[src/design/key_click_classifier_defines.svh]
// Assertion helpers for the key click classifier.
// Clocked on clk, switched off while arst_n is low.
`ifndef KEY_CLICK_CLASSIFIER_DEFINES_SVH
`define KEY_CLICK_CLASSIFIER_DEFINES_SVH

// Consequent must hold in the same cycle as the antecedent.
`define KCC_ASSERT_NOW(lbl, ante, cons, msg) \
	lbl: assert property (@(posedge clk) disable iff (!arst_n) (ante) |-> (cons)) \
		else $error(msg);

// Consequent must hold in the cycle after the antecedent.
`define KCC_ASSERT_NEXT(lbl, ante, cons, msg) \
	lbl: assert property (@(posedge clk) disable iff (!arst_n) (ante) |=> (cons)) \
		else $error(msg);

`endif

[src/design/kcc_pkg.sv]
package kcc_pkg;

	// Key count and configuration widths are fixed by the port list
	localparam int NUM_KEYS  = 6;
	localparam int CFG_W     = 8;
	localparam int CFG_IDX_W = 2;

	// Configuration register indexes
	localparam logic [CFG_IDX_W-1:0] REG_LONG_PRESS   = 2'd0;
	localparam logic [CFG_IDX_W-1:0] REG_CLICK_WINDOW = 2'd1;

	// Configuration reset values
	localparam logic [CFG_W-1:0] LONG_PRESS_RST   = 8'd70;
	localparam logic [CFG_W-1:0] CLICK_WINDOW_RST = 8'd35;

	// Debounce phase of one key
	typedef enum logic [1:0] {
		PH_IDLE    = 2'd0,
		PH_CONFIRM = 2'd1,
		PH_HELD    = 2'd2
	} phase_t;

	// Event code reported per key
	typedef enum logic [1:0] {
		EV_NONE   = 2'd0,
		EV_SHORT  = 2'd1,
		EV_DOUBLE = 2'd2,
		EV_LONG   = 2'd3
	} ev_t;

	// All keys' event codes side by side
	typedef ev_t [NUM_KEYS-1:0] ev_vec_t;

	// What one lane reports for the tick being accepted
	typedef struct packed {
		ev_t  event_code;
		logic changed;
	} lane_res_t;

endpackage

[src/design/key_click_classifier.sv]
// Key click classifier: six debounced keys, click, double, long classification.
// A result is registered in the output buffer before it appears on the output.
// Throughput: one tick per cycle while in_stall is low; each key has its own lane.
// A two-entry output buffer lets ticks flow while a result waits to be taken.
// Reset (asynchronous, active low) idles all keys, clears timers and events,
// and loads the thresholds with 70 and 35.
`include "key_click_classifier_defines.svh"

module key_click_classifier #(
	parameter int TIMER_BITS = 8
) (
	input  logic                        clk,
	input  logic                        arst_n,
	input  logic                        in_valid,
	output logic                        in_stall,
	input  logic [5:0]                  key_levels,
	output logic                        out_valid,
	input  logic                        out_stall,
	output logic [1:0]                  event_key0,
	output logic [1:0]                  event_key1,
	output logic [1:0]                  event_key2,
	output logic [1:0]                  event_key3,
	output logic [1:0]                  event_key4,
	output logic [1:0]                  event_key5,
	input  logic                        cfg_we,
	input  logic [kcc_pkg::CFG_IDX_W-1:0] cfg_index,
	input  logic [kcc_pkg::CFG_W-1:0]   cfg_data
);
	import kcc_pkg::*;

	logic [CFG_W-1:0]     long_press_q, click_window_q;
	lane_res_t            lane_res [NUM_KEYS];
	ev_vec_t              ev_next, ev_out;
	logic [NUM_KEYS-1:0]  chg;
	logic                 in_acc, any_change;

	assign in_acc = in_valid & ~in_stall;

	// Threshold registers
	always_ff @(posedge clk or negedge arst_n) begin
		if (!arst_n) begin
			long_press_q   <= LONG_PRESS_RST;
			click_window_q <= CLICK_WINDOW_RST;
		end else if (cfg_we) begin
			case (cfg_index)
				REG_LONG_PRESS:   long_press_q   <= cfg_data;
				REG_CLICK_WINDOW: click_window_q <= cfg_data;
				default: ;
			endcase
		end
	end

	// One lane per key
	for (genvar g = 0; g < NUM_KEYS; g++) begin : g_lane
		kcc_lane #(
			.TIMER_BITS(TIMER_BITS)
		) u_lane (
			.clk         (clk),
			.arst_n      (arst_n),
			.adv         (in_acc),
			.key_level   (key_levels[g]),
			.long_press  (long_press_q),
			.click_window(click_window_q),
			.res         (lane_res[g])
		);
		assign ev_next[g] = lane_res[g].event_code;
		assign chg[g]     = lane_res[g].changed;
	end

	// A result goes out only when some key's code moved
	assign any_change = |chg;

	kcc_merge u_merge (
		.clk       (clk),
		.arst_n    (arst_n),
		.push      (in_acc & any_change),
		.events_in (ev_next),
		.out_stall (out_stall),
		.out_valid (out_valid),
		.events_out(ev_out),
		.in_stall  (in_stall)
	);

	assign event_key0 = ev_out[0];
	assign event_key1 = ev_out[1];
	assign event_key2 = ev_out[2];
	assign event_key3 = ev_out[3];
	assign event_key4 = ev_out[4];
	assign event_key5 = ev_out[5];

	// Checks
	`KCC_ASSERT_NOW(a_skid_behind_main, in_stall, out_valid, "skid full with output empty")
	`KCC_ASSERT_NEXT(a_change_shows, in_acc && any_change, out_valid, "changed tick gave no result")
	`KCC_ASSERT_NEXT(a_no_fill_on_drain, out_valid && !out_stall && !in_stall, !in_stall, "skid filled while output drained")

endmodule

[src/design/kcc_lane.sv]
module kcc_lane #(
	parameter int TIMER_BITS = 8
) (
	input  logic                    clk,
	input  logic                    arst_n,
	input  logic                    adv,
	input  logic                    key_level,
	input  logic [kcc_pkg::CFG_W-1:0] long_press,
	input  logic [kcc_pkg::CFG_W-1:0] click_window,
	output kcc_pkg::lane_res_t      res
);
	import kcc_pkg::*;

	localparam int CMP_W = (TIMER_BITS > CFG_W) ? TIMER_BITS : CFG_W;
	localparam logic [TIMER_BITS-1:0] TIMER_MAX = {TIMER_BITS{1'b1}};

	phase_t                phase_q, phase_n;
	logic [TIMER_BITS-1:0] hold_q, hold_n;
	logic                  wopen_q, wopen_a, wopen_n;
	logic [TIMER_BITS-1:0] wcnt_q, wcnt_a, wcnt_n;
	ev_t                   ev_q, ev_a, ev_n;
	logic                  pressed;
	logic [CMP_W-1:0]      hold_x, long_x, wcnt_x, win_x;

	assign pressed = ~key_level;
	assign hold_x  = CMP_W'(hold_q);
	assign long_x  = CMP_W'(long_press);
	assign win_x   = CMP_W'(click_window);

	// Debounce phase: next state
	always_comb begin
		case (phase_q)
			PH_CONFIRM: phase_n = pressed ? PH_HELD : PH_IDLE;
			PH_HELD:    phase_n = pressed ? PH_HELD : PH_IDLE;
			default:    phase_n = pressed ? PH_CONFIRM : PH_IDLE;
		endcase
	end

	// Hold timer, click window and event per phase
	always_comb begin
		hold_n  = hold_q;
		wopen_a = wopen_q;
		wcnt_a  = wcnt_q;
		ev_a    = ev_q;
		case (phase_q)
			PH_CONFIRM: begin
			end
			PH_HELD: begin
				if (!pressed) begin
					if (hold_x < long_x) begin
						if (!wopen_q) begin
							wopen_a = 1'b1;
							wcnt_a  = '0;
						end else begin
							ev_a    = EV_DOUBLE;
							wopen_a = 1'b0;
						end
					end
				end else begin
					if (hold_x > long_x)
						ev_a = EV_LONG;
					hold_n = (hold_q == TIMER_MAX) ? TIMER_MAX : hold_q + 1'b1;
				end
			end
			default: begin
				if (pressed)
					hold_n = '0;
				else
					ev_a = EV_NONE;
			end
		endcase
	end

	// Window run-out: count on and report short once past the threshold
	assign wcnt_x = CMP_W'(wcnt_n);
	always_comb begin
		wopen_n = wopen_a;
		wcnt_n  = wcnt_a;
		ev_n    = ev_a;
		if (wopen_a) begin
			wcnt_n = (wcnt_a == TIMER_MAX) ? TIMER_MAX : wcnt_a + 1'b1;
		end
		if (wopen_a && (wcnt_x > win_x)) begin
			ev_n    = EV_SHORT;
			wopen_n = 1'b0;
		end
	end

	// Lane state, advanced once per accepted tick
	always_ff @(posedge clk or negedge arst_n) begin
		if (!arst_n) begin
			phase_q <= PH_IDLE;
			hold_q  <= '0;
			wopen_q <= 1'b0;
			wcnt_q  <= '0;
			ev_q    <= EV_NONE;
		end else if (adv) begin
			phase_q <= phase_n;
			hold_q  <= hold_n;
			wopen_q <= wopen_n;
			wcnt_q  <= wcnt_n;
			ev_q    <= ev_n;
		end
	end

	assign res.event_code = ev_n;
	assign res.changed    = (ev_n != ev_q);

endmodule

[src/design/kcc_merge.sv]
module kcc_merge (
	input  logic             clk,
	input  logic             arst_n,
	input  logic             push,
	input  kcc_pkg::ev_vec_t events_in,
	input  logic             out_stall,
	output logic             out_valid,
	output kcc_pkg::ev_vec_t events_out,
	output logic             in_stall
);
	import kcc_pkg::*;

	logic    main_v_q, skid_v_q;
	ev_vec_t main_q, skid_q;
	logic    out_fire;

	assign out_fire   = main_v_q & ~out_stall;
	assign out_valid  = main_v_q;
	assign events_out = main_q;
	assign in_stall   = skid_v_q;

	// Output register with one skid entry behind it
	always_ff @(posedge clk or negedge arst_n) begin
		if (!arst_n) begin
			main_v_q <= 1'b0;
			skid_v_q <= 1'b0;
		end else if (skid_v_q) begin
			if (out_fire) begin
				main_v_q <= 1'b1;
				skid_v_q <= 1'b0;
			end
		end else if (push) begin
			if (!main_v_q || out_fire)
				main_v_q <= 1'b1;
			else
				skid_v_q <= 1'b1;
		end else if (out_fire) begin
			main_v_q <= 1'b0;
		end
	end

	// Payload moves follow the same decisions
	always_ff @(posedge clk) begin
		if (skid_v_q) begin
			if (out_fire)
				main_q <= skid_q;
		end else if (push) begin
			if (!main_v_q || out_fire)
				main_q <= events_in;
			else
				skid_q <= events_in;
		end
	end

endmodule
[config.mk]
export PLATFORM = sky130hd
export DESIGN_NAME = key_click_classifier
export DESIGN_NICKNAME = d
export VERILOG_FILES = /design/src/design/kcc_pkg.sv /design/src/design/key_click_classifier.sv /design/src/design/kcc_lane.sv /design/src/design/kcc_merge.sv
export VERILOG_INCLUDE_DIRS = /design/src /design/src/design
export SDC_FILE = /design/constraint.sdc
export NUM_CORES = 1
export LEC_CHECK = 0
export BUFFER_PORTS_ARGS = -buffer_cell sky130_fd_sc_hd__buf_4
export CAP_MARGIN = 20
export CORE_UTILIZATION = 45
export CTS_CLUSTER_DIAMETER = 100
export DETAILED_ROUTE_END_ITERATION = 16
export MAX_ROUTING_LAYER = met4
export PLACE_DENSITY = 0.67
export SLEW_MARGIN = 25
export SYNTH_ARGS = -nofsm -noshare
export SYNTH_HDL_FRONTEND = slang
export SYNTH_SLANG_ARGS = --single-unit
[constraint.sdc]
create_clock -name clk -period 7.7 [get_ports clk]
set_input_delay 0.385 -clock clk [delete_from_list [all_inputs] [get_ports clk]]
set_output_delay 0.385 -clock clk [all_outputs]
set_load 0.05 [all_outputs]
### After elaboration in Yosys (flattened, before gate mapping)

Cells that the tools add are included.
Widths: inputs -> output; s select.

| word-level totals | value |
|---|---|
| register bits | 168 |
| logic and storage cells | 320 |
| output and inout port bits | 14 |
| input port bits | 21 |

| operators by class | value |
|---|---|
| add/subtract/negate cells | 12 |
| order comparisons | 18 |
| reduce and logical (&&, ||, !) cells | 30 |
| mux-type cells | 163 |
| equal/unequal tests | 33 |
| bitwise logic cells | 18 |

Operator list:

| operator | number |
|---|---|
| $mux 8 | 54 |
| $add 8x1->8 const B | 12 |
| $eq 8x8->1 const B | 12 |
| $gt 8x8->1 | 12 |
| $mux 2 | 48 |
| $pmux 8 s2 | 6 |
| $lt 8x8->1 | 6 |
| $mux 12 | 4 |
| $mux 1 | 45 |
| $reduce_and 3->1 | 9 |
| $pmux 2 s2 | 6 |
| $not 1->1 | 15 |
| $eq 2x1->1 const B | 7 |
| $eq 2x2->1 const B | 6 |
| $ne 2x2->1 | 6 |
| $reduce_or 2->1 | 6 |
| $logic_and 1x1->1 | 6 |
| $reduce_bool 2->1 | 3 |
| $reduce_or 6->1 | 1 |
| $reduce_and 2->1 | 2 |
| $and 1x1->1 | 3 |
| $ne 3x3->1 const B | 1 |
| $logic_not 2->1 | 1 |
| $ne 2x2->1 const B | 1 |
| other kinds (2) | 2 |

### Longest topological paths before layout

| depth | value |
|---|---|
| depth after elaboration | 15 |
| depth in mapped cells | 27 |
| gate-level depth less buffers | 26 |

### Hierarchy

From an unflattened synthesis, not the netlist that was laid out.

| second synthesis, totals | value |
|---|---|
| cell total of the unflattened synthesis | 1665 |
| area total of the unflattened synthesis | 13720.7 um^2 |

By module, submodules not included:

| module | cells each | area an instance (um^2) | seq. area each (um^2) | times used |
|---|---|---|---|---|
| kcc_lane at g_lane[1].u_lane ... | 266 | 2003.2 | 525.5 | 3 |
| kcc_lane at g_lane[2].u_lane | 262 | 2049.5 | 525.5 | 1 |
| kcc_lane at g_lane[0].u_lane | 267 | 2009.4 | 525.5 | 1 |
| kcc_lane at g_lane[5].u_lane | 251 | 2000.7 | 525.5 | 1 |
| kcc_merge | 50 | 1011.0 | 770.7 | 1 |
| key_click_classifier | 37 | 640.6 | 407.9 | 1 |

### Least setup slack after synthesis

No wires, ideal clock.

| path | value |
|---|---|
| path kind | register to register |
| start | register long_press_q[1] |
| end | register u_merge.main_q (netlist bit u_merge.events_out[0]) (enable) |
| clock period less this slack | 5845 ps |
| path slack | 1855 ps |
| cell stages (with the launch flop) | 27 |
| library setup time | 388 ps |
| buffers on the path | 2 |
| required time | 7312 ps |
| arrival | 5457 ps |
| path through | dfstp_2 > inv_1 > ha_1 > nor2b_4 > o211ai_2 > a21oi_2 > or3_1 > clkbuf_1 > clkbuf_1 > nor2_1 > nor2_1 > ha_1 > and3_1 > nand3_1 > nor2_1 > o21ai_0 > nor2_1 > ha_1 > a21o_1 > a21oi_1 > o2111ai_1 > nand2_1 > a21oi_4 > or3_2 > nand4_1 > nor4_2 > a31oi_1 |

| between the ends | value |
|---|---|
| word-level cells in the longest chain between the ends | 15 |
| elaborated cells between the ends (all ways) | 124 |
| classes of those cells | 6 x add/sub; 18 x order compare; 12 x eq/ne; 78 x mux; 1 x bitwise; 9 x reduce/logical |

RTL lines:

| element | line | RTL |
|---|---|---|
| start, declared | key_click_classifier.sv:31 | `logic [CFG_W-1:0] long_press_q, click_window_q;` |
| start signal, assigned | key_click_classifier.sv:46 | `REG_LONG_PRESS: long_press_q <= cfg_data;` |
| $lt 8x8->1 (*) | kcc_lane.sv:50 | `if (hold_x < long_x) begin` |
| $mux 8 | kcc_lane.sv:50 |  |
| $mux 8 | kcc_lane.sv:49 | `if (!pressed) begin` |
| $mux 8 | kcc_lane.sv:45 | `case (phase_q)` |
| $add 8x1->8 or $eq 8x8->1 (tied branches) | kcc_lane.sv:81 | `wcnt_n = (wcnt_a == TIMER_MAX) ? TIMER_MAX : wcnt_a + 1'b1;` |
| $mux 8 | kcc_lane.sv:81 |  |
| $mux 8 (*) | kcc_lane.sv:80 | `if (wopen_a) begin` |
| via g_lane[5].u_lane.wcnt_n[6] | kcc_lane.sv:20 | `logic [TIMER_BITS-1:0] wcnt_q, wcnt_a, wcnt_n;` |
| $gt 8x8->1 (*) | kcc_lane.sv:83 | `if (wopen_a && (wcnt_x > win_x)) begin` |
| $logic_and 1x1->1 (*) | kcc_lane.sv:83 |  |
| $mux 2 (*) | kcc_lane.sv:83 |  |
| $ne 2x2->1 (*) | kcc_lane.sv:107 | `assign res.changed = (ev_n != ev_q);` |
| $reduce_or 6->1 (*) | key_click_classifier.sv:71 | `assign any_change = \|chg;` |
| $and 1x1->1 (*) | key_click_classifier.sv:76 | `.push (in_acc & any_change),` |
| $reduce_bool 2->1 (no line) (*) | -- |  |
| $reduce_and 3->1 (no line) (*) | -- |  |
| end signal, assigned | kcc_merge.sv:46 | `main_q <= skid_q;` |
| end signal, assigned | kcc_merge.sv:49 | `main_q <= events_in;` |
| end, declared | kcc_merge.sv:14 | `ev_vec_t main_q, skid_q;` |

Mark *: on every way through the listed nets, which the timed path passes. The rest lies on a longest branch.
A chain may end at the register's enable or synchronous reset.

### Worst setup path after layout

| path | value |
|---|---|
| start | register long_press_q[1] |
| end | register u_merge.main_q (netlist bit u_merge.events_out[10]) (enable) |

Same word-level chain as after synthesis.

==> run metrics <==
status completed; initial antenna violation count 0; post-synthesis adder-cell area fraction 0.122; number of port buffers 34; final setup fails 0; antenna-violating nets left 0; reg2reg start long_press_q[1]$_DFFE_PN1P_; count of standard-cell rows 60; CP arrival 6.56 ns; core area 26,800 um2; P&R area growth vs syn 9.28%; Worst setup SP type flip-flop; Synth Area in XOR/XNOR 0.00429; synthesized instance count 1,449; post-route clock skew 0.0233 ns; final instance area 13,400 um2; commonest non-fill, non-tap cell in the layout nand2_1; first-pass GRT wire length 52,400 um; final hold violations 0; launch point of the worst path long_press_q[1]$_DFFE_PN1P_; Synthesized Nets 1,590; die footprint 27,900 um2; synthesized area 12,300 um2; maximum vdd ir drop 0.132 mV; Worst-path clk slew 0.07 ns; Vias/cell 6.04; Worst path slowest cell nor4_2; Pwr Total 0.00396 W; crit-path max cell delay 0.71 ns; Synth Warn # 0; First-pass DRT Iterations 5; most frequent CP cell nor2_1; H-tree levels 4; final WL 31,900 um; Critical Path RT 7.79 ns; mux cell area share after synthesis 0.0458; RSZ-0062 raised after global routing false; post-synthesis cell type count 82; Slew @ Worst Pin 1.05 ns; Post-Synth Simple-Gate Area 0.204; vias in the first global route 10,238; TritonCTS clock tree done; CP Class reg2reg; worst hold slack 0.180 ns; Seq cells post-synth 168; placed cell area 12,800 um2; CTS-repair resized insts 0; GRT overflow 0; # Max-Cap Violations 0; hold_sp cfg_data[4]; Iter 0 DRT Violations 867; syn avg cell area 8.46 um2; Starting Density 0.457; final core utilization 0.500; total CTS buffers 17; max frequency 155 MHz; EDFF count, synth 24; Ant. Diodes 0; routability cong. 0.889; Post-synth top flop dfrtp_1; Die Y 167 um; Compound-Gate Fraction of Synth Area 0.232; # Post-CTS Setup Buffers 0; commonest non-fill, non-tap cells in the layout 195 x nand2_1, 141 x o21ai_0, 138 x dfrtp_1; layout cells sized above 1 0.0992; CTS Sinks 168; worst hold path type in2reg; Worst-Skew Late Latency 0.45 ns; Slew Limit Fails 0; final net count 1,600; Tmin final 6.47 ns; IO Count 35; Seq/Total Area, Yosys 0.353; worst-path fanout max 14; Fin Setup TNS 0 ns; largest net degree at the start of global routing 74; critical-path cell list inv_1, ha_1, nor2b_4, o211ai_2, a21oi_2, or3_1, nor2_1, nor2_1, ha_1, and3_1, nand3_1, nor2_1, o21ai_0, nor2_1, ha_1, a21o_1, a21oi_1, o2111ai_1, nand2_1, a21oi_4, o21ai_0, o2111ai_1, nor4_2, a31oi_2; CP endpoint kind flip-flop; Root Buffer clkbuf_16; # fillers 2,487; Avg WL per Cell 17.6 um; leakage 5.83 nW; deepest clock path buffer count 2; final worst-path cycle share 0.840; PD cells 296 nW/um2; # DRC 0; ys async rst share 0.857; DR vias 10,957; Max transition margin 0.296; DP HPWL 22,700 um; Die Wd 167 um; largest family of logic cells by synthesized area compound AO/OA/AOI/OAI gates; All-Layer GR Usage 0.241
cells by family (layout without fill, tap and decap cells):
group,after synthesis,count (layout)
buffers and inverters,124,147
AOI/OAI and AO/OA,456,456
DFF,168,168
xor gates and xnor gates,6,6
adders and majority gates,120,120
and+or+nand+nor,524,524
muxes,51,51
flip-flops by register name, indices dropped and copies added, names as in the netlist:
signal                 flops
u_merge.skid_q            12
u_merge.out_valid          1
u_merge.events_out        12
click_window_q             8
u_merge.in_stall           1
g_lane.u_lane.wopen_q      6
g_lane.u_lane.hold_q      48
g_lane.u_lane.wcnt_q      48
g_lane.u_lane.phase_q     12
long_press_q               8
g_lane.u_lane.ev_q        12
synthesized netlist by cell type, types with 25 or more instances:
library cell,instances,share of area
nand2_1,195,0.060
o21ai_0,141,0.058
dfrtp_1,138,0.28
ha_1,120,0.12
a21oi_1,118,0.048
nor2_1,92,0.028
inv_1,75,0.023
nand3_1,58,0.024
clkbuf_1,44,0.013
mux2_2,41,0.038
nor3_1,36,0.015
nand4_1,28,0.014
o31ai_1,26,0.016
nor2b_1,25,0.013
stage by stage:
| step | worst slack (ns) | cells |
|---|---|---|
| finish | 1.23 | 1813 |
| CTS | 1.16 | 1813 |
| detailed placement | 1.19 | 1780 |
| global route | 0.703 | 1813 |
| global placement | 1.27 | 1780 |
| floorplan | 1.85 | 1449 |
metal layers:
layer,vias up,share of wire,global-route usage
li1,5366,-,-
met1,5230,0.48,0.327
met2,324,0.45,0.374
met3,37,0.050,0.0278
met4,0,0.021,0.0797
met5,-,0,-
power by group:
group	internal (W)	leakage [nW]	switching [W]	total, W
registers	0.00112	2.13	0.000222	0.00134
clock network	0.000448	0.267	0.000397	0.000845
logic	0.000691	3.43	0.00109	0.00178
layout make-up:
class | instances | area, um2 | share of cell area
multi-input cells | 1157 | 7490 | 0.559
repair buffers | 40 | 310 | 0.0232
clock buffers | 18 | 429 | 0.0320
flip-flops and latches | 168 | 4330 | 0.323
well taps | 341 | 427 | 0.0319
clock inverters | 14 | 125 | 0.00934
inverters | 75 | 282 | 0.0210
critical path: cells and delay by family (launching register included):
kind                       cells  cell delay (ns)
AOI/OAI and AO/OA             10             1.85
buffers and inverters          1             0.17
and+or+nand+nor               10             2.66
adders and majority gates      3             0.92
DFF                            1             0.51
path summary, 6_finish.rpt:
| kind | slack (ns) | endpoint | cells past startpoint |
|---|---|---|---|
| worst min register to register | 0.51 | click_window_q[3]$_DFFE_PN0P_ | 1 |
| worst max register to register | 1.23 | u_merge.events_out[10]$_DFFE_PP_ | 24 |
| worst max-delay path | 1.23 | u_merge.events_out[10]$_DFFE_PP_ | 24 |
| min in group asynchronous | 0.52 | g_lane[2].u_lane.wcnt_q[5]$_DFFE_PN0P_ | 2 |
| worst min-delay path | 0.18 | long_press_q[4]$_DFFE_PN0P_ | 3 |
| max in group asynchronous | 6.06 | g_lane[5].u_lane.ev_q[0]$_DFFE_PN0P_ | 3 |
repair_timing:
item	4_1_cts	5_1_grt
hold buffers	1	0
setup endpoints to repair	0	0
hold endpoints to repair	6	0
Power figures use the tool's default switching activity.
